$ cat src/assert_macros.svh
// Assertion macros used by the top-level RTL file of the stack block.
`ifndef ASSERT_MACROS_SVH
`define ASSERT_MACROS_SVH

// Same-cycle implication, switched off while reset is held.
`define ASSERT_IMPLIES(label, clk, rst_n, ante, cons, msg) \
    label: assert property (@(posedge clk) disable iff (!rst_n) (ante) |-> (cons)) \
        else $error(msg);

// Next-cycle implication, switched off while reset is held.
`define ASSERT_NEXT(label, clk, rst_n, ante, cons, msg) \
    label: assert property (@(posedge clk) disable iff (!rst_n) (ante) |=> (cons)) \
        else $error(msg);

`endif

$ cat src/vstk_pkg.sv
// Types and constants shared by the value stack and its storage cells.
package vstk_pkg;

    localparam int unsigned VALUE_W       = 32;
    localparam int unsigned CMD_W         = 3;
    localparam int unsigned STATUS_W      = 2;
    localparam int unsigned DEPTH_DEFAULT = 16;

    // Command codes of an input word.
    typedef enum logic [CMD_W-1:0] {
        CMD_PUSH    = 3'd0,
        CMD_POP     = 3'd1,
        CMD_REMOVE  = 3'd2,
        CMD_MAX     = 3'd3,
        CMD_EXTRACT = 3'd4,
        CMD_REVERSE = 3'd5,
        CMD_CLEAR   = 3'd6
    } t_cmd;

    // Status codes of a result word.
    typedef enum logic [STATUS_W-1:0] {
        STAT_OK      = 2'd0,
        STAT_EMPTY   = 2'd1,
        STAT_FULL    = 2'd2,
        STAT_MISSING = 2'd3
    } t_status;

    // Operation broadcast to every cell of the chain in the same cycle.
    typedef enum logic [2:0] {
        CELL_HOLD       = 3'd0,
        CELL_PUSH       = 3'd1,
        CELL_UP         = 3'd2,
        CELL_LOAD_SPAN  = 3'd3,
        CELL_ROTATE     = 3'd4,
        CELL_ROT_SHRINK = 3'd5,
        CELL_CLEAR      = 3'd6
    } t_cell_op;

    // Control bundle from the sequencer to the cells; head is the top cell's value.
    typedef struct packed {
        t_cell_op               op;
        logic [VALUE_W-1:0]     head;
    } t_cell_ctl;

endpackage

$ cat src/vstk_cell.sv
// One storage cell of the stack chain: a value, its occupied bit and its span bit.
module vstk_cell (
    input  logic                         i_clk,
    input  logic                         i_rst_n,
    input  vstk_pkg::t_cell_ctl          i_ctl,
    input  logic [vstk_pkg::VALUE_W-1:0] i_above_value,
    input  logic                         i_above_occ,
    input  logic [vstk_pkg::VALUE_W-1:0] i_below_value,
    input  logic                         i_below_occ,
    input  logic                         i_below_span,
    output logic [vstk_pkg::VALUE_W-1:0] o_value,
    output logic                         o_occ,
    output logic                         o_span
);

    logic [vstk_pkg::VALUE_W-1:0] r_value;
    logic [vstk_pkg::VALUE_W-1:0] n_value;
    logic                         r_occ;
    logic                         n_occ;
    logic                         r_span;
    logic                         n_span;

    // Next state of the cell. A rotation moves the head word to the last cell of the
    // span and every other spanned cell takes the word from the cell below it.
    always_comb begin
        n_value = r_value;
        n_occ   = r_occ;
        n_span  = r_span;
        case (i_ctl.op)
            vstk_pkg::CELL_HOLD: begin
                n_value = r_value;
            end
            vstk_pkg::CELL_PUSH: begin
                n_value = i_above_value;
                n_occ   = i_above_occ;
            end
            vstk_pkg::CELL_UP: begin
                n_value = i_below_value;
                n_occ   = i_below_occ;
                n_span  = i_below_span;
            end
            vstk_pkg::CELL_LOAD_SPAN: begin
                n_span = r_occ;
            end
            vstk_pkg::CELL_ROTATE: begin
                if (r_span) begin
                    n_value = i_below_span ? i_below_value : i_ctl.head;
                end
            end
            vstk_pkg::CELL_ROT_SHRINK: begin
                if (r_span) begin
                    n_value = i_below_span ? i_below_value : i_ctl.head;
                end
                n_span = i_below_span;
            end
            vstk_pkg::CELL_CLEAR: begin
                n_occ  = 1'b0;
                n_span = 1'b0;
            end
            default: begin
                n_value = r_value;
            end
        endcase
    end

    // Stored word; it carries no reset.
    always_ff @(posedge i_clk) begin
        r_value <= n_value;
    end

    // Occupancy and span bits.
    always_ff @(posedge i_clk) begin
        if (!i_rst_n) begin
            r_occ  <= 1'b0;
            r_span <= 1'b0;
        end else begin
            r_occ  <= n_occ;
            r_span <= n_span;
        end
    end

    assign o_value = r_value;
    assign o_occ   = r_occ;
    assign o_span  = r_span;

endmodule

$ cat src/value_stack_with_remove_and_max.sv
// Top level of the bounded value stack with remove, maximum, extract and reverse.
//
// A bounded LIFO of DEPTH words kept in a chain of cells, the top of the stack in the
// first cell. Each accepted command word gives exactly one result word, which is loaded
// into the result register as the block returns to idle for the next command word. Push,
// pop, clear, every command on an empty stack and a reverse of under two words need no
// rotation. Remove and read max rotate the occupied part of the chain by one cell per
// cycle past the comparators at the top cell, and extract max makes two such passes;
// reverse rotates a span of the chain that shrinks by one cell with each step. One
// command is worked on at a time; a new command word is taken while the previous result
// still waits, and a finished command then holds until the result register has been
// emptied.
module value_stack_with_remove_and_max #(
    parameter int unsigned DEPTH = vstk_pkg::DEPTH_DEFAULT,
    localparam int unsigned CW   = $clog2(DEPTH + 1)
) (
    input  logic                          i_clk,
    input  logic                          i_rst_n,
    input  logic                          i_in_valid,
    output logic                          o_in_stall,
    input  logic [vstk_pkg::CMD_W-1:0]    i_command,
    input  logic [vstk_pkg::VALUE_W-1:0]  i_value,
    output logic                          o_out_valid,
    input  logic                          i_out_stall,
    output logic [vstk_pkg::VALUE_W-1:0]  o_result_value,
    output logic [vstk_pkg::STATUS_W-1:0] o_status,
    output logic [CW-1:0]                 o_entry_count,
    output logic                          o_is_empty
);

`include "assert_macros.svh"

    typedef enum logic [3:0] {
        ST_IDLE   = 4'b0001,
        ST_SCAN   = 4'b0010,
        ST_REV    = 4'b0100,
        ST_RESULT = 4'b1000
    } t_state;

    t_state                        r_state;
    t_state                        n_state;
    vstk_pkg::t_cmd                r_cmd;
    vstk_pkg::t_cmd                n_cmd;
    logic [vstk_pkg::VALUE_W-1:0]  r_key;
    logic [vstk_pkg::VALUE_W-1:0]  n_key;
    logic [vstk_pkg::VALUE_W-1:0]  r_max;
    logic [vstk_pkg::VALUE_W-1:0]  n_max;
    logic [vstk_pkg::VALUE_W-1:0]  r_res;
    logic [vstk_pkg::VALUE_W-1:0]  n_res;
    vstk_pkg::t_status             r_stat;
    vstk_pkg::t_status             n_stat;
    logic                          r_found;
    logic                          n_found;
    logic                          r_pass2;
    logic                          n_pass2;
    logic [CW-1:0]                 r_count;
    logic [CW-1:0]                 n_count;
    logic [CW-1:0]                 r_steps;
    logic [CW-1:0]                 n_steps;

    logic                          r_out_valid;
    logic                          n_out_valid;
    logic [vstk_pkg::VALUE_W-1:0]  r_out_value;
    logic [vstk_pkg::STATUS_W-1:0] r_out_status;
    logic [CW-1:0]                 r_out_count;
    logic                          r_out_empty;
    logic                          w_out_load;

    vstk_pkg::t_cell_ctl           w_ctl;
    logic [vstk_pkg::VALUE_W-1:0]  w_value [DEPTH];
    logic [vstk_pkg::VALUE_W-1:0]  w_above_value [DEPTH];
    logic [vstk_pkg::VALUE_W-1:0]  w_below_value [DEPTH];
    logic [DEPTH-1:0]              w_occ;
    logic [DEPTH-1:0]              w_span;
    logic [DEPTH-1:0]              w_above_occ;
    logic [DEPTH-1:0]              w_below_occ;
    logic [DEPTH-1:0]              w_below_span;

    logic                          w_accept;
    logic                          w_full;
    logic                          w_empty;
    logic                          w_search;
    logic [vstk_pkg::VALUE_W-1:0]  w_head;

    // Chain of cells; the first cell is the top of the stack.
    for (genvar j = 0; j < DEPTH; j++) begin : g_cell
        if (j == 0) begin : g_top
            assign w_above_value[j] = i_value;
            assign w_above_occ[j]   = 1'b1;
        end else begin : g_mid
            assign w_above_value[j] = w_value[j-1];
            assign w_above_occ[j]   = w_occ[j-1];
        end
        if (j == DEPTH - 1) begin : g_bottom
            assign w_below_value[j] = '0;
            assign w_below_occ[j]   = 1'b0;
            assign w_below_span[j]  = 1'b0;
        end else begin : g_inner
            assign w_below_value[j] = w_value[j+1];
            assign w_below_occ[j]   = w_occ[j+1];
            assign w_below_span[j]  = w_span[j+1];
        end

        vstk_cell u_cell (
            .i_clk         (i_clk),
            .i_rst_n       (i_rst_n),
            .i_ctl         (w_ctl),
            .i_above_value (w_above_value[j]),
            .i_above_occ   (w_above_occ[j]),
            .i_below_value (w_below_value[j]),
            .i_below_occ   (w_below_occ[j]),
            .i_below_span  (w_below_span[j]),
            .o_value       (w_value[j]),
            .o_occ         (w_occ[j]),
            .o_span        (w_span[j])
        );
    end

    assign w_head     = w_value[0];
    assign w_full     = w_occ[DEPTH-1];
    assign w_empty    = (r_count == '0);
    assign w_accept   = i_in_valid && (r_state == ST_IDLE);
    assign o_in_stall = (r_state != ST_IDLE);
    assign w_search   = (r_cmd == vstk_pkg::CMD_REMOVE) ||
                        ((r_cmd == vstk_pkg::CMD_EXTRACT) && r_pass2);
    assign w_out_load = (r_state == ST_RESULT) && (!r_out_valid || !i_out_stall);

    // Sequencer: starts each command and steps the rotations past the top cell.
    always_comb begin
        n_state     = r_state;
        n_cmd       = r_cmd;
        n_key       = r_key;
        n_max       = r_max;
        n_res       = r_res;
        n_stat      = r_stat;
        n_found     = r_found;
        n_pass2     = r_pass2;
        n_count     = r_count;
        n_steps     = r_steps;
        w_ctl.op    = vstk_pkg::CELL_HOLD;
        w_ctl.head  = w_head;
        case (r_state)
            ST_IDLE: begin
                if (w_accept) begin
                    n_cmd   = vstk_pkg::t_cmd'(i_command);
                    n_key   = i_value;
                    n_max   = '0;
                    n_res   = '0;
                    n_stat  = vstk_pkg::STAT_OK;
                    n_found = 1'b0;
                    n_pass2 = 1'b0;
                    n_state = ST_RESULT;
                    case (vstk_pkg::t_cmd'(i_command))
                        vstk_pkg::CMD_PUSH: begin
                            if (w_full) begin
                                n_stat = vstk_pkg::STAT_FULL;
                            end else begin
                                w_ctl.op = vstk_pkg::CELL_PUSH;
                                n_count  = r_count + CW'(1);
                            end
                        end
                        vstk_pkg::CMD_POP: begin
                            if (w_empty) begin
                                n_stat = vstk_pkg::STAT_EMPTY;
                            end else begin
                                w_ctl.op = vstk_pkg::CELL_UP;
                                n_res    = w_head;
                                n_count  = r_count - CW'(1);
                            end
                        end
                        vstk_pkg::CMD_REMOVE, vstk_pkg::CMD_MAX, vstk_pkg::CMD_EXTRACT: begin
                            if (w_empty) begin
                                n_stat = vstk_pkg::STAT_EMPTY;
                            end else begin
                                w_ctl.op = vstk_pkg::CELL_LOAD_SPAN;
                                n_steps  = r_count;
                                n_state  = ST_SCAN;
                            end
                        end
                        vstk_pkg::CMD_REVERSE: begin
                            if (r_count > CW'(1)) begin
                                w_ctl.op = vstk_pkg::CELL_LOAD_SPAN;
                                n_steps  = r_count - CW'(1);
                                n_state  = ST_REV;
                            end
                        end
                        vstk_pkg::CMD_CLEAR: begin
                            w_ctl.op = vstk_pkg::CELL_CLEAR;
                            n_count  = '0;
                        end
                        default: begin
                            n_stat = vstk_pkg::STAT_OK;
                        end
                    endcase
                end
            end
            ST_SCAN: begin
                n_steps = r_steps - CW'(1);
                // The first match drops the head word; otherwise the head moves to the tail.
                if (w_search) begin
                    if (!r_found && (w_head == r_key)) begin
                        w_ctl.op = vstk_pkg::CELL_UP;
                        n_found  = 1'b1;
                        n_count  = r_count - CW'(1);
                    end else begin
                        w_ctl.op = vstk_pkg::CELL_ROTATE;
                    end
                end else begin
                    w_ctl.op = vstk_pkg::CELL_ROTATE;
                    if (w_head > r_max) begin
                        n_max = w_head;
                    end
                end
                // After a whole turn the words are back in their original order.
                if (r_steps == CW'(1)) begin
                    if ((r_cmd == vstk_pkg::CMD_EXTRACT) && !r_pass2) begin
                        n_pass2 = 1'b1;
                        n_key   = n_max;
                        n_steps = r_count;
                    end else begin
                        n_state = ST_RESULT;
                        case (r_cmd)
                            vstk_pkg::CMD_MAX: begin
                                n_res = n_max;
                            end
                            vstk_pkg::CMD_EXTRACT: begin
                                n_res = r_key;
                            end
                            default: begin
                                n_stat = n_found ? vstk_pkg::STAT_OK : vstk_pkg::STAT_MISSING;
                            end
                        endcase
                    end
                end
            end
            ST_REV: begin
                // Each step moves the head to the end of a span that shrinks by one.
                w_ctl.op = vstk_pkg::CELL_ROT_SHRINK;
                n_steps  = r_steps - CW'(1);
                if (r_steps == CW'(1)) begin
                    n_state = ST_RESULT;
                end
            end
            ST_RESULT: begin
                if (w_out_load) begin
                    n_state = ST_IDLE;
                end
            end
            default: begin
                n_state = ST_IDLE;
            end
        endcase
    end

    // Output register valid: set on a load, cleared when the word is taken.
    always_comb begin
        n_out_valid = r_out_valid;
        if (r_out_valid && !i_out_stall) begin
            n_out_valid = 1'b0;
        end
        if (w_out_load) begin
            n_out_valid = 1'b1;
        end
    end

    // Control registers.
    always_ff @(posedge i_clk) begin
        if (!i_rst_n) begin
            r_state     <= ST_IDLE;
            r_count     <= '0;
            r_out_valid <= 1'b0;
        end else begin
            r_state     <= n_state;
            r_count     <= n_count;
            r_out_valid <= n_out_valid;
        end
    end

    // Working registers of the current command.
    always_ff @(posedge i_clk) begin
        r_cmd   <= n_cmd;
        r_key   <= n_key;
        r_max   <= n_max;
        r_res   <= n_res;
        r_stat  <= n_stat;
        r_found <= n_found;
        r_pass2 <= n_pass2;
        r_steps <= n_steps;
    end

    // Result word register.
    always_ff @(posedge i_clk) begin
        if (w_out_load) begin
            r_out_value  <= r_res;
            r_out_status <= r_stat;
            r_out_count  <= r_count;
            r_out_empty  <= w_empty;
        end
    end

    assign o_out_valid    = r_out_valid;
    assign o_result_value = r_out_value;
    assign o_status       = r_out_status;
    assign o_entry_count  = r_out_count;
    assign o_is_empty     = r_out_empty;

    // The fill count always equals the number of occupied cells.
    `ASSERT_IMPLIES(a_count_matches_cells, i_clk, i_rst_n, 1'b1, r_count == CW'($countones(w_occ)), "fill count disagrees with occupied cells")
    // Occupied cells form an unbroken run from the top of the chain.
    `ASSERT_IMPLIES(a_occ_contiguous, i_clk, i_rst_n, 1'b1, ((w_occ >> 1) & ~w_occ) == '0, "gap in occupied cells")
    // An accepted push onto a stack with room grows it by one.
    `ASSERT_NEXT(a_push_grows, i_clk, i_rst_n, w_accept && (i_command == vstk_pkg::CMD_PUSH) && !w_full, r_count == $past(r_count) + CW'(1), "push did not grow the stack")
    // A rotation pass never runs with its step counter exhausted.
    `ASSERT_IMPLIES(a_steps_live, i_clk, i_rst_n, (r_state == ST_SCAN) || (r_state == ST_REV), r_steps != '0, "rotation pass with no steps left")

endmodule
$ cat config.mk
export PLATFORM = sky130hd
export DESIGN_NAME = value_stack_with_remove_and_max
export DESIGN_NICKNAME = d
export VERILOG_FILES = /design/src/vstk_pkg.sv /design/src/vstk_cell.sv /design/src/value_stack_with_remove_and_max.sv
export VERILOG_INCLUDE_DIRS = /design/src /design/src/src
export SDC_FILE = /design/constraint.sdc
export NUM_CORES = 2
export LEC_CHECK = 0
export BUFFER_PORTS_ARGS = -buffer_cell sky130_fd_sc_hd__buf_2
export CORE_MARGIN = 2
export CORE_UTILIZATION = 60
export DETAILED_ROUTE_END_ITERATION = 8
export GPL_TIMING_DRIVEN = 0
export PLACE_DENSITY = 0.77
export SETUP_SLACK_MARGIN = 0.3
export SLEW_MARGIN = 20
export SYNTH_ARGS = -nofsm -noshare
export SYNTH_HDL_FRONTEND = slang
export SYNTH_SLANG_ARGS = --single-unit
$ cat constraint.sdc
create_clock -name i_clk -period 6.6 [get_ports i_clk]
set_clock_uncertainty 0.05 [all_clocks]
set_input_delay 0.99 -clock i_clk [delete_from_list [all_inputs] [get_ports i_clk]]
set_output_delay 0.99 -clock i_clk [all_outputs]
set_load 0.05 [all_outputs]
==> summary.md <==
| Metric | Value |
|---|---|
| Vias in the first global route | 27900 |
| Worst reg2reg path depth | 11 |
| Number of cells on the critical path | 11 |
| RSZ-0062 raised after global routing | no |
| Yosys cell types | 65 |
| FP Rows | 88 |
| Die Height | 246 um |
| Largest stage delay, worst path | 0.82 ns |
| Crit-path cells | clkbuf_1 > inv_1 > ha_1 > or4b_1 > o211ai_1 > a311oi_2 > nor2_1 > nand2_1 > clkbuf_1 > buf_1 > o21a_2 |
| Synthesized flop and latch total | 702 |
| Pwr dens | 457 nW/um2 |
| Number of remaining DRC errors | 0 |
| Initial antenna violation count | 3 |
| Non-filler instance count after layout | 4223 |
| WHS Path Cells | 0 |
| Largest area contributor in the netlist | edfxtp_1 |
| Post-CTS Setup Bufs | 0 |
| Starting DRT DRC Count | 5065 |
| Post-synthesis sequential area ratio | 58.7% |
| Critical Path RT | 6.79 ns |
| Max_cap viols | 0 |
| Hold Slack | 0.367 ns |
| Overflow after GRT | 0 |
| Mapped Nets | 3309 |
| Port-buffer cells | 80 |
| Synth-to-Final Area Change | 11.6% |
| Dpl cells | 4090 |
| Setup Viol. Count Final | 0 |
| Share of post-route cells with drive strength above 1 | 8.42% |
| Worst slew margin | 23.4% |
| Fin area | 39300 um2 |
| Most frequent cells in the layout | edfxtp_1 (660), inv_1 (463), nand3_1 (454), o221ai_1 (420), clkbuf_1 (243) |
| Maximum VDD drop | 0.306 mV |
| DR WL/cell | 27.0 um |
| Startpoint type of the worst setup path | flop |
| P_leak | 0.0148 uW |
| Run status | complete, no violations |
| Layout Utilization | 67.9% |
| Final max-slew violation count | 0 |
| Root buffer cell | clkbuf_16 |
| Arr. time, crit path | 5.74 ns |
| TritonCTS Buffers | 74 |
| Final cycle utilization of the critical path | 84.2% |
| Number of vias per cell | 6.94 |
| Hold-fix buffers, CTS | 0 |
| Vias | 29300 |
| Post-cts sizing count | 0 |
| Yosys warns | 0 |
| Slew @ Worst Pin | 1.15 ns |
| Post-synth EDFFs | 660 |
| Buf+Inv Stages, Crit Path | 4 |
| Cells after Synth | 3232 |
| Synthesized area | 35200 um2 |
| Post-DP Area | 37000 um2 |
| Most common cell after layout, fill and taps aside | edfxtp_1 |
| Critical Path Most Common Cell | clkbuf_1 |
| Clock Latency Late Sink | 0.62 ns |
| Drt pass-1 iters | 9 |
| Placeable Area | 57800 um2 |
| R2r setup slk | 1.05 ns |
| Fmax | 180 MHz |
| Asr flop ratio synth | 0% |
| Hold Violations, Final | 0 |
| Hpwl dp | 86500 um |
| Drt total wl | 114000 um |
| CTS tree | built |
| Delay-heaviest family, CP | compound AO/OA/AOI/OAI gates |
| IO Pins | 81 |
| Min-Delay Path Class | reg -> reg |
| Top FF cell, synth | edfxtp_1 |
| Htree depth | 3 |
| Max FO, Critical Path | 32 |
| Clock sinks | 702 |
| Final Critical Period | 5.55 ns |
| GP Congestion | 1.01 |
| CTS Buffer Depth | 3 |
| Final #Nets | 3478 |
| CP Class | reg -> reg |
| Chip width | 246 um |
| CTS clk-pin slew, worst paths | 0.06 ns |
| Main area contributors after synthesis | edfxtp_1 (56%), o221ai_1 (10%), nand3_1 (6.5%) |
| Share of the synthesized area in the top cell type | 56.3% |
| Total GRT Usage | 37.2% |
| Syn Area/Cell | 10.9 um2 |
| Starting Density | 60.9% |
| Largest net degree at the start of global routing | 34 |
| Die Area | 60600 um2 |
| First-pass GRT wire length | 170000 um |
| Critical Path Slowest Stage Cell | a311oi_2 |
| Routed Antenna Nets | 0 |
| Worst setup EP type | flop |
-- area by class of cell --
cell class,instances,area (um2)
clock inverters,27,211
clock buffers,103,2090
repair buffers,93,708
fillers,4347,18600
flip-flops and latches,702,20700
well taps,765,957
inverters,466,1750
diodes,3,7.51
plain buffers,306,1180
multi-input cells,1758,11700
-- sequential cells by signal, summed over array words and instances, names as in the netlist, 2 cells and up --
| name | flops |
|---|---|
| g_cell.u_cell.o_value | 512 |
| o_result_value | 32 |
| r_key | 32 |
| r_max | 32 |
| r_res | 32 |
| g_cell.u_cell.o_occ | 16 |
| g_cell.u_cell.o_span | 16 |
| o_entry_count | 5 |
| r_count | 5 |
| r_steps | 5 |
| r_state | 4 |
| r_cmd | 3 |
| o_status | 2 |
| r_stat | 2 |
-- synth_stat cells, drive strengths merged, types with 45 or more instances --
library cell	n
nand4	45
inv	465
o221ai	420
a31oi	56
mux2	64
buf	84
clkbuf	222
o21ai	84
a21oi	80
nor2	131
nand2	128
edfxtp	660
nand3	454
-- power breakdown --
| part | switching, uW | internal [uW] | total, uW |
|---|---|---|---|
| clock network | 1750 | 2320 | 4070 |
| registers | 1030 | 7090 | 8120 |
| logic | 3870 | 1860 | 5730 |
-- cells by family (layout without fill, tap and decap cells) --
family	count (synthesis)	count (layout)	synth area share, %
AOI/OAI and AO/OA	806	806	17.5
xor gates and xnor gates	36	36	0.896
adders and majority gates	38	38	1.35
buffers and inverters	772	995	8.33
DFF	702	702	58.7
muxes	68	68	2.16
other	0	3	0
and+or+nand+nor	810	810	11.1
-- final timing paths --
check / start / end
setup / recovery: r_count[0] / g_cell[9].u_cell.o_value[29]
hold / removal: r_res[25] / o_result_value[25]
setup reg to reg: r_count[0] / g_cell[9].u_cell.o_value[29]
hold reg to reg: r_res[25] / o_result_value[25]
-- stage by stage --
stage | total power [uW] | worst slack (ns) | TNS [ns]
floorplan | 11400 | 1.05 | 0
global placement | 13200 | -2.10 | -164.74
detailed placement | 13600 | 0.883 | 0
CTS | 17700 | 1.23 | 0
global route | 18600 | 0.808 | 0
finish | 17900 | 1.05 | 0
-- metal layers --
metal | part of all wire, % | vias to the layer above | global-route usage (%)
met1 | 37 | 13900 | 50.4
met5 | 0.036 | - | 0.490
li1 | - | 12700 | -
met4 | 5.1 | 2 | 18.6
met2 | 45 | 2359 | 57.3
met3 | 13 | 382 | 7.63
(Power assumes the default switching activity.)
